`src/sv/hex_literal_parser_top_assert.svh`:
```
// ----------------------------------------------------------------------------
// Assertion macros for the hex literal parser
// Clocked on clk, disabled in reset.
// ----------------------------------------------------------------------------
`ifndef HEX_LITERAL_PARSER_TOP_ASSERT_SVH
`define HEX_LITERAL_PARSER_TOP_ASSERT_SVH

// same-cycle implication
`define HLP_ASSERT_NOW(label, ante, cons) \
  label: assert property (@(posedge clk) disable iff (rst) (ante) |-> (cons)) \
    else $error("hex literal parser check failed");

// next-cycle implication
`define HLP_ASSERT_NEXT(label, ante, cons) \
  label: assert property (@(posedge clk) disable iff (rst) (ante) |=> (cons)) \
    else $error("hex literal parser check failed");

`endif

```
`src/sv/hlp_pkg.sv`:
```
// ----------------------------------------------------------------------------
// hlp_pkg
// Types and constants for the hex literal parser.
// ----------------------------------------------------------------------------
package hlp_pkg;

  typedef enum logic [2:0] {
    MODE_START,
    MODE_AFTER_ZERO,
    MODE_HEX0X,
    MODE_AT_LIMIT,
    MODE_EXPECT_QUOTE,
    MODE_HEXQ,
    MODE_RAW,
    MODE_DRAIN
  } hlp_mode_t;

  typedef struct packed {
    logic        is_final;
    logic [7:0]  out_byte;
    logic [1:0]  status;
    logic [12:0] length;
  } hlp_result_t;

  localparam logic [7:0] CH_NUL     = 8'h00;
  localparam logic [7:0] CH_ZERO    = 8'h30;
  localparam logic [7:0] CH_NINE    = 8'h39;
  localparam logic [7:0] CH_LOWER_X = 8'h78;
  localparam logic [7:0] CH_UPPER_X = 8'h58;
  localparam logic [7:0] CH_QUOTE   = 8'h27;
  localparam logic [7:0] CH_UPPER_A = 8'h41;
  localparam logic [7:0] CH_UPPER_F = 8'h46;
  localparam logic [7:0] CH_LOWER_A = 8'h61;
  localparam logic [7:0] CH_LOWER_F = 8'h66;
  localparam logic [7:0] DIGIT_TEN  = 8'd10;

  localparam logic [1:0] STATUS_OK       = 2'd0;
  localparam logic [1:0] STATUS_BAD_HEX  = 2'd1;
  localparam logic [1:0] STATUS_TOO_LONG = 2'd2;

  localparam int unsigned LEN_FIELD_MAX    = 8191;
  localparam logic [12:0] MAX_LENGTH_RESET = 13'd4096;

  // {valid, value}
  function automatic logic [4:0] hex_digit(input logic [7:0] c);
    logic [7:0] v;
    logic       ok;
    v  = 8'd0;
    ok = 1'b0;
    if (c >= CH_ZERO && c <= CH_NINE) begin
      v  = c - CH_ZERO;
      ok = 1'b1;
    end else if (c >= CH_UPPER_A && c <= CH_UPPER_F) begin
      v  = c - CH_UPPER_A + DIGIT_TEN;
      ok = 1'b1;
    end else if (c >= CH_LOWER_A && c <= CH_LOWER_F) begin
      v  = c - CH_LOWER_A + DIGIT_TEN;
      ok = 1'b1;
    end
    return {ok, v[3:0]};
  endfunction

endpackage

```
`src/sv/hlp_in_if.sv`:
```
// ----------------------------------------------------------------------------
// hlp_in_if
// Character channel: one character per item.
// ----------------------------------------------------------------------------
interface hlp_in_if;
  logic       valid;
  logic       ready;
  logic [7:0] ch;

  modport source (output valid, output ch, input ready);
  modport sink (input valid, input ch, output ready);
endinterface

```
`src/sv/hlp_out_if.sv`:
```
// ----------------------------------------------------------------------------
// hlp_out_if
// Result channel: data byte or final status per item.
// ----------------------------------------------------------------------------
interface hlp_out_if;
  logic        valid;
  logic        ready;
  logic        is_final;
  logic [7:0]  out_byte;
  logic [1:0]  status;
  logic [12:0] length;

  modport source (output valid, output is_final, output out_byte, output status,
                  output length, input ready);
  modport sink (input valid, input is_final, input out_byte, input status,
                input length, output ready);
endinterface

```
`src/sv/hex_literal_parser_top.sv`:
```
// ----------------------------------------------------------------------------
// hex_literal_parser_top
// Streaming hex literal decoder: 0x form, X'..' form and raw text copy.
// ----------------------------------------------------------------------------
// Results of an item are in the output queue in the cycle after it is accepted.
// Throughput: one character per cycle while ready is high; a terminator that flushes
//   a byte gives two results, delivered from the four-entry result queue.
// Ready is high while the result queue has at least two free entries.
// Reset (rst, synchronous): clears the parse state and the queue, max_length to 4096.
// ----------------------------------------------------------------------------
`include "hex_literal_parser_top_assert.svh"

module hex_literal_parser_top
  import hlp_pkg::*;
#(
  parameter int unsigned LENGTH_LIMIT = 4096
) (
  input  logic        clk,
  input  logic        rst,
  hlp_in_if.sink      chars,
  hlp_out_if.source   results,
  input  logic        wr_en,
  input  logic [12:0] wr_data
);

  localparam int unsigned LimCap =
    (LENGTH_LIMIT < LEN_FIELD_MAX) ? LENGTH_LIMIT : LEN_FIELD_MAX;
  localparam logic [12:0] LIM_CAP = 13'(LimCap);

  logic [12:0] max_length;
  hlp_mode_t   mode, mode_next;
  logic        pend, pend_next;
  logic [3:0]  hi, hi_next;
  logic [13:0] byte_count, byte_count_next;
  logic [1:0]  held, held_next;

  hlp_result_t q [4];
  logic [1:0]  wr_ptr, rd_ptr;
  logic [2:0]  fill;

  logic        accept, pop;
  logic [12:0] lim13;
  logic [13:0] lim, cnt_inc;
  logic [4:0]  dig;
  logic        dig_ok;
  logic [3:0]  dval;
  logic        is_nul;

  logic [1:0]  nres;
  hlp_result_t res0, res1;

  assign chars.ready = (fill < 3'd3);
  assign accept      = chars.valid && chars.ready;
  assign pop         = results.valid && results.ready;

  assign lim13   = (max_length == 13'd0) ? 13'd1 :
                   ((max_length > LIM_CAP) ? LIM_CAP : max_length);
  assign lim     = {1'b0, lim13};
  assign cnt_inc = byte_count + 14'd1;
  assign dig     = hex_digit(chars.ch);
  assign dig_ok  = dig[4];
  assign dval    = dig[3:0];
  assign is_nul  = (chars.ch == CH_NUL);

  // next state
  always_comb begin
    mode_next       = mode;
    pend_next       = pend;
    hi_next         = hi;
    byte_count_next = byte_count;
    held_next       = held;
    if (accept) begin
      if (is_nul) begin
        mode_next       = MODE_START;
        pend_next       = 1'b0;
        hi_next         = 4'd0;
        byte_count_next = 14'd0;
        held_next       = STATUS_OK;
      end else begin
        unique case (mode)
          MODE_START: begin
            if (chars.ch == CH_ZERO) begin
              mode_next = MODE_AFTER_ZERO;
            end else if (chars.ch == CH_LOWER_X || chars.ch == CH_UPPER_X) begin
              mode_next = MODE_EXPECT_QUOTE;
            end else begin
              byte_count_next = 14'd1;
              mode_next       = MODE_RAW;
            end
          end
          MODE_AFTER_ZERO: begin
            mode_next = MODE_HEX0X;
            if (chars.ch != CH_LOWER_X) begin
              // leading zero is the high nibble
              pend_next = 1'b1;
              hi_next   = 4'd0;
              if (!dig_ok) begin
                held_next = STATUS_BAD_HEX;
                mode_next = MODE_DRAIN;
              end else begin
                byte_count_next = cnt_inc;
                pend_next       = 1'b0;
                if (cnt_inc >= lim) mode_next = MODE_AT_LIMIT;
              end
            end
          end
          MODE_HEX0X: begin
            if (!dig_ok) begin
              held_next = STATUS_BAD_HEX;
              mode_next = MODE_DRAIN;
            end else if (pend) begin
              byte_count_next = cnt_inc;
              pend_next       = 1'b0;
              if (cnt_inc >= lim) mode_next = MODE_AT_LIMIT;
            end else begin
              hi_next   = dval;
              pend_next = 1'b1;
            end
          end
          MODE_AT_LIMIT: begin
            held_next = STATUS_BAD_HEX;
            mode_next = MODE_DRAIN;
          end
          MODE_EXPECT_QUOTE: begin
            if (chars.ch == CH_QUOTE) begin
              mode_next = MODE_HEXQ;
            end else begin
              held_next = STATUS_BAD_HEX;
              mode_next = MODE_DRAIN;
            end
          end
          MODE_HEXQ: begin
            if (chars.ch == CH_QUOTE) begin
              if (pend) begin
                byte_count_next = cnt_inc;
                pend_next       = 1'b0;
              end
              held_next = STATUS_OK;
              mode_next = MODE_DRAIN;
            end else if (!dig_ok) begin
              held_next = STATUS_BAD_HEX;
              mode_next = MODE_DRAIN;
            end else if (pend) begin
              byte_count_next = cnt_inc;
              pend_next       = 1'b0;
              if (cnt_inc >= lim) begin
                held_next = STATUS_OK;
                mode_next = MODE_DRAIN;
              end
            end else begin
              hi_next   = dval;
              pend_next = 1'b1;
            end
          end
          MODE_RAW: begin
            if (byte_count >= lim) begin
              held_next = STATUS_TOO_LONG;
              mode_next = MODE_DRAIN;
            end else begin
              byte_count_next = cnt_inc;
            end
          end
          MODE_DRAIN: begin
          end
          default: begin
          end
        endcase
      end
    end
  end

  // results of the accepted item
  always_comb begin
    hlp_result_t fin;
    logic [1:0]  st;
    logic [13:0] cnt;
    nres = 2'd0;
    res0 = '0;
    res1 = '0;
    fin  = '0;
    st   = STATUS_OK;
    cnt  = byte_count;
    if (accept) begin
      if (is_nul) begin
        unique case (mode)
          MODE_AFTER_ZERO: begin
            nres = 2'd1;
            cnt  = cnt_inc;
          end
          MODE_HEX0X, MODE_HEXQ: begin
            if (pend) begin
              res0.out_byte = {hi, 4'd0};
              nres          = 2'd1;
              cnt           = cnt_inc;
            end
          end
          MODE_EXPECT_QUOTE: st = STATUS_BAD_HEX;
          MODE_DRAIN:        st = held;
          default: begin
          end
        endcase
        fin.is_final = 1'b1;
        fin.status   = st;
        fin.length   = (st == STATUS_OK) ? cnt[12:0] : 13'd0;
        if (nres == 2'd0) begin
          res0 = fin;
        end else begin
          res1 = fin;
        end
        nres = nres + 2'd1;
      end else begin
        unique case (mode)
          MODE_START: begin
            if (chars.ch != CH_ZERO && chars.ch != CH_LOWER_X &&
                chars.ch != CH_UPPER_X) begin
              res0.out_byte = chars.ch;
              nres          = 2'd1;
            end
          end
          MODE_AFTER_ZERO: begin
            if (chars.ch != CH_LOWER_X && dig_ok) begin
              res0.out_byte = {4'd0, dval};
              nres          = 2'd1;
            end
          end
          MODE_HEX0X: begin
            if (dig_ok && pend) begin
              res0.out_byte = {hi, dval};
              nres          = 2'd1;
            end
          end
          MODE_HEXQ: begin
            if (chars.ch == CH_QUOTE) begin
              if (pend) begin
                res0.out_byte = {hi, 4'd0};
                nres          = 2'd1;
              end
            end else if (dig_ok && pend) begin
              res0.out_byte = {hi, dval};
              nres          = 2'd1;
            end
          end
          MODE_RAW: begin
            if (byte_count < lim) begin
              res0.out_byte = chars.ch;
              nres          = 2'd1;
            end
          end
          default: begin
          end
        endcase
      end
    end
  end

  always_ff @(posedge clk) begin
    if (rst) begin
      max_length <= MAX_LENGTH_RESET;
      mode       <= MODE_START;
      pend       <= 1'b0;
      hi         <= 4'd0;
      byte_count <= 14'd0;
      held       <= STATUS_OK;
      wr_ptr     <= 2'd0;
      rd_ptr     <= 2'd0;
      fill       <= 3'd0;
    end else begin
      if (wr_en) max_length <= wr_data;
      mode       <= mode_next;
      pend       <= pend_next;
      hi         <= hi_next;
      byte_count <= byte_count_next;
      held       <= held_next;
      wr_ptr     <= wr_ptr + nres;
      if (pop) rd_ptr <= rd_ptr + 2'd1;
      fill       <= fill + {1'b0, nres} - {2'b00, pop};
    end
  end

  always_ff @(posedge clk) begin
    if (nres != 2'd0) q[wr_ptr] <= res0;
    if (nres == 2'd2) q[wr_ptr + 2'd1] <= res1;
  end

  assign results.valid    = (fill != 3'd0);
  assign results.is_final = q[rd_ptr].is_final;
  assign results.out_byte = q[rd_ptr].out_byte;
  assign results.status   = q[rd_ptr].status;
  assign results.length   = q[rd_ptr].length;

  `HLP_ASSERT_NOW(a_fill_bound, 1'b1, fill <= 3'd4)
  `HLP_ASSERT_NOW(a_two_only_at_end, accept && nres == 2'd2, is_nul)
  `HLP_ASSERT_NOW(a_drain_quiet, accept && mode == MODE_DRAIN && !is_nul, nres == 2'd0)
  `HLP_ASSERT_NEXT(a_end_clears, accept && is_nul, mode == MODE_START && byte_count == 14'd0)

endmodule
```
`src/flat_wrapper.sv`:
```
// flat-port wrapper written by rule: the top's interface ports become plain ports
module hex_literal_parser_top_flat import hlp_pkg::*;
#(
  parameter int unsigned LENGTH_LIMIT = 4096
)
  (clk, rst, wr_en, wr_data, chars_valid, chars_ch, chars_ready, results_valid, results_is_final, results_out_byte, results_status, results_length, results_ready);
  hlp_in_if chars_i ();
  hlp_out_if results_i ();
  input  logic clk;
  input  logic rst;
  input  logic wr_en;
  input  logic [12:0] wr_data;
  input wire logic [$bits(chars_i.valid)-1:0] chars_valid;
  input wire logic [$bits(chars_i.ch)-1:0] chars_ch;
  output wire logic [$bits(chars_i.ready)-1:0] chars_ready;
  output wire logic [$bits(results_i.valid)-1:0] results_valid;
  output wire logic [$bits(results_i.is_final)-1:0] results_is_final;
  output wire logic [$bits(results_i.out_byte)-1:0] results_out_byte;
  output wire logic [$bits(results_i.status)-1:0] results_status;
  output wire logic [$bits(results_i.length)-1:0] results_length;
  input wire logic [$bits(results_i.ready)-1:0] results_ready;
  assign chars_i.valid = chars_valid;
  assign chars_i.ch = chars_ch;
  assign chars_ready = chars_i.ready;
  assign results_valid = results_i.valid;
  assign results_is_final = results_i.is_final;
  assign results_out_byte = results_i.out_byte;
  assign results_status = results_i.status;
  assign results_length = results_i.length;
  assign results_i.ready = results_ready;
  hex_literal_parser_top #(.LENGTH_LIMIT(LENGTH_LIMIT)) u_core (.clk(clk), .rst(rst), .chars(chars_i), .results(results_i), .wr_en(wr_en), .wr_data(wr_data));
endmodule
```
`config.mk`:
```
export PLATFORM = sky130hd
export DESIGN_NAME = hex_literal_parser_top_flat
export DESIGN_NICKNAME = d
export VERILOG_FILES = /design/src/sv/hlp_pkg.sv /design/src/sv/hlp_in_if.sv /design/src/sv/hlp_out_if.sv /design/src/sv/hex_literal_parser_top.sv /design/src/flat_wrapper.sv
export VERILOG_INCLUDE_DIRS = /design/src /design/src/sv
export SDC_FILE = /design/constraint.sdc
export NUM_CORES = 1
export LEC_CHECK = 0
export ABC_CLOCK_PERIOD_IN_PS = 10200
export BUFFER_PORTS_ARGS = -buffer_cell sky130_fd_sc_hd__buf_2
export CORE_MARGIN = 2
export CORE_UTILIZATION = 62
export DETAILED_ROUTE_END_ITERATION = 6
export GPL_TIMING_DRIVEN = 0
export PLACE_DENSITY_LB_ADDON = 0.12
export SYNTH_ARGS = -nofsm -noshare
export SYNTH_HDL_FRONTEND = slang
export SYNTH_SLANG_ARGS = --single-unit
```
`constraint.sdc`:
```
create_clock -name clk -period 10.2 [get_ports clk]
set_input_delay 1.53 -clock clk [delete_from_list [all_inputs] [get_ports clk]]
set_output_delay 1.53 -clock clk [all_outputs]
set_load 0.005 [all_outputs]
```
==> results.toml <==
[run_status]
status = "finished, final reports clean"

[cells_and_area]
mostFrequentLayoutCell = "nor2_1"
nets = 1009
syn_to_final_growth_pct = 12.76
drive_above_1_share = 0.1523
n_antenna_cell = 0
regArea_sq_mm = 0.003483
num-fill-cells = 990
multiInputGateArea_sq_mm = 0.004533
postLayoutCellArea_sq_mm = 0.009455
final_cell_mix = "nor2_1 (108), nand2_1 (104), dfxtp_1 (78), edfxtp_1 (64), buf_2 (52)"

[clock_tree]
cts-root-buf = "clkbuf_16"
h-tree-depth = 4
cts_buffer_depth = 2
cts_tree = "built"
clkSinkCount = 142
clk_pin_slew_ns = 0.06
postCtsResizedCells = 0
cts_setup_buffers = 0
clock_latency_ns = 0.44
cts_buffers = 17
cts_hold_buf = 0

[drt]
drc_errors = 0
avgRoutedWirePerCell_microns = 20.73
routed_wl_mm = 23.38
antenna_left = 0
drtPass1Iterations = 5
num_vias = 7232
vias_per_cell = 6.411
dr.first_iter.drc_count = 817

[floorplanning]
die_h_microns = 120.3
start_util = 0.6332
die_area_sq_mm = 0.01447
core_sq_mm = 0.01324
die_x_microns = 120.3
rows = 42
io_pins = 52

[power]
p_comb_frac = 0.363
ir_worst_vdd_mv = 0.1391
p_seq_frac = 0.338
power_density_mw_per_mm2 = 225.8
intPower_mw = 1.354
pwr-share-clk = 0.298
p_switching_uw = 781.2
switching_share = 0.3659
p_leak_nw = 3.527

[synthesis]
syn_avg_cell_area_sq_um = 9.616
synthCells = 872
synth_top_area_share = 0.2292
synthTopCellsByArea = "edfxtp_1 (23%), dfxtp_1 (19%), mux4_2 (6.4%), ha_1 (6.4%), nor2_1 (4.8%)"
synth_edf_count = 64
yosysTopAreaCell = "edfxtp_1"
ys_warn_count = 0
ys_types = 85
syn_nets = 942
postSynth.asyncResetShare = 0
ys_seq_area_frac = 0.4154
synthFlopType = "dfxtp_1"
syn_area_sq_mm = 0.008386
ys_ff_latch = 142

[critical_path]
arrival_ns = 4.77
cp_max_fo = 16
criticalPathCategory = "in2reg"
end_kind = "register"
critPathRequiredTime_ns = 10.18
cp-start-kind = "input pin"

[sta]
fmax_mhz = 209.0
timing.final.crit_period_ns = 4.785
min_period_over_period = 0.4691
slew_viol_final = 0
rsz0062_at_grt = "no"
tns_ns = 0
finalSetupViolCount = 0
finalClockSkew_ns = 0.01556
max_slew_margin = 0.3812
finalHoldViolCount = 0
tightest_slew_ns = 0.9282

[place]
portBuffers = 48
dp_hpwl_mm = 16.62
finalWeightedCongestion = 0.9567
post_dp_cell_area_sq_mm = 0.008846

[grt]
grt_pass1_vias = 6907
antenna_found_initial = 0
grt_pass1_wl_mm = 36.94
grt.total_usage = 0.3332
grt_max_degree = 17
grt_overflow = 0

[run]
cap_viol_max_count = 0

[min_path]
hold_class = "reg2reg"
-- power groups by stage --
stage	clock [mW]	combinational [mW]	sequential, mW
after global routing	0.660	0.844	0.729
after CTS	0.637	0.764	0.721
after detailed placement	0	0.755	0.731
after floorplan	0	0.539	0.713
final	0.637	0.776	0.722
after global placement	0	0.742	0.723
-- worst max-delay path, stage by stage --
cell and delay (ns):
buf_2 0.14, inv_1 0.13, ha_1 0.18, or3b_4 0.38, and4_1 0.21, buf_6 0.14, nor2_8 0.15, inv_8 0.06
ha_1 0.19, a21bo_2 0.20, a21oi_1 0.07, or4_4 0.45, o211a_2 0.33, nand2b_1 0.59
-- routing by layer --
metal / global-route usage / routed length, microns / share of wire
met5: 0 / 0 / 0
met3: 0.07500 / 1779 / 0.076
met1: 0.4541 / 10040 / 0.43
met2: 0.5298 / 10990 / 0.47
met4: 0.1119 / 574 / 0.025
-- worst paths after layout --
path	depth (start not counted)	to	startpoint	slack [ns]
setup / recovery	14	u_core.q[1][3]	chars_ch[0]	5.42
hold / removal	2	u_core.q[0][16]	u_core.q[0][16]	0.45
setup reg to reg	12	u_core.q[3][0]	u_core.max_length[12]	6.09
hold reg to reg	2	u_core.q[0][16]	u_core.q[0][16]	0.45
-- sequential cells by signal, summed over array words and instances, names as in the netlist, named ones only --
register / flops
u_core.rd_ptr: 2
u_core.byte_count: 14
u_core.q: 96
u_core.pend: 1
u_core.hi: 4
u_core.held: 2
u_core.mode: 3
u_core.max_length: 13
u_core.fill: 3
u_core.wr_ptr: 2
-- synthesized netlist by cell type, types with 9 or more instances --
| library cell | number |
|---|---|
| nand3_1 | 31 |
| clkbuf_1 | 35 |
| a21oi_1 | 35 |
| o21ai_0 | 42 |
| nor2_1 | 108 |
| mux2i_1 | 22 |
| a31oi_1 | 15 |
| ha_1 | 43 |
| xnor2_1 | 14 |
| and3_1 | 9 |
| edfxtp_1 | 64 |
| nor2b_1 | 13 |
| inv_1 | 36 |
| dfxtp_1 | 78 |
| mux4_2 | 24 |
| o21ai_1 | 16 |
| nand2_1 | 104 |
-- area by class of cell --
type,instances,share of cell area
Multi-Input combinational cell,643,0.4794
Sequential cell,142,0.3684
Inverter,39,0.01628
Tap cell,176,0.02329
Clock buffer,22,0.05412
Clock inverter,10,0.01032
Timing Repair Buffer,48,0.02541
Buffer,48,0.02276
-- through the flow --
step	std cells	power, mW	hold slack [ns]	setup slack [ns]	util
2_1_floorplan	872	1.251	0.4252	5.629	-
3_3_place_gp	1096	1.465	0.4319	5.060	0.6680
3_5_place_dp	1096	1.486	0.4396	5.027	0.6680
4_1_cts	1128	2.122	0.4491	5.430	0.7140
5_1_grt	1128	2.233	0.4630	5.262	0.7140
6_report	1128	2.135	0.4491	5.415	0.7140
-- logic make-up after synthesis --
kind of cell / synth area share
simple gates: 0.1902
flops: 0.4154
mux: 0.09206
fa+ha+maj: 0.06655
buf+inv: 0.04402
compound gates: 0.1719
xor+xnor: 0.01984
Power figures use the tool's default switching activity.
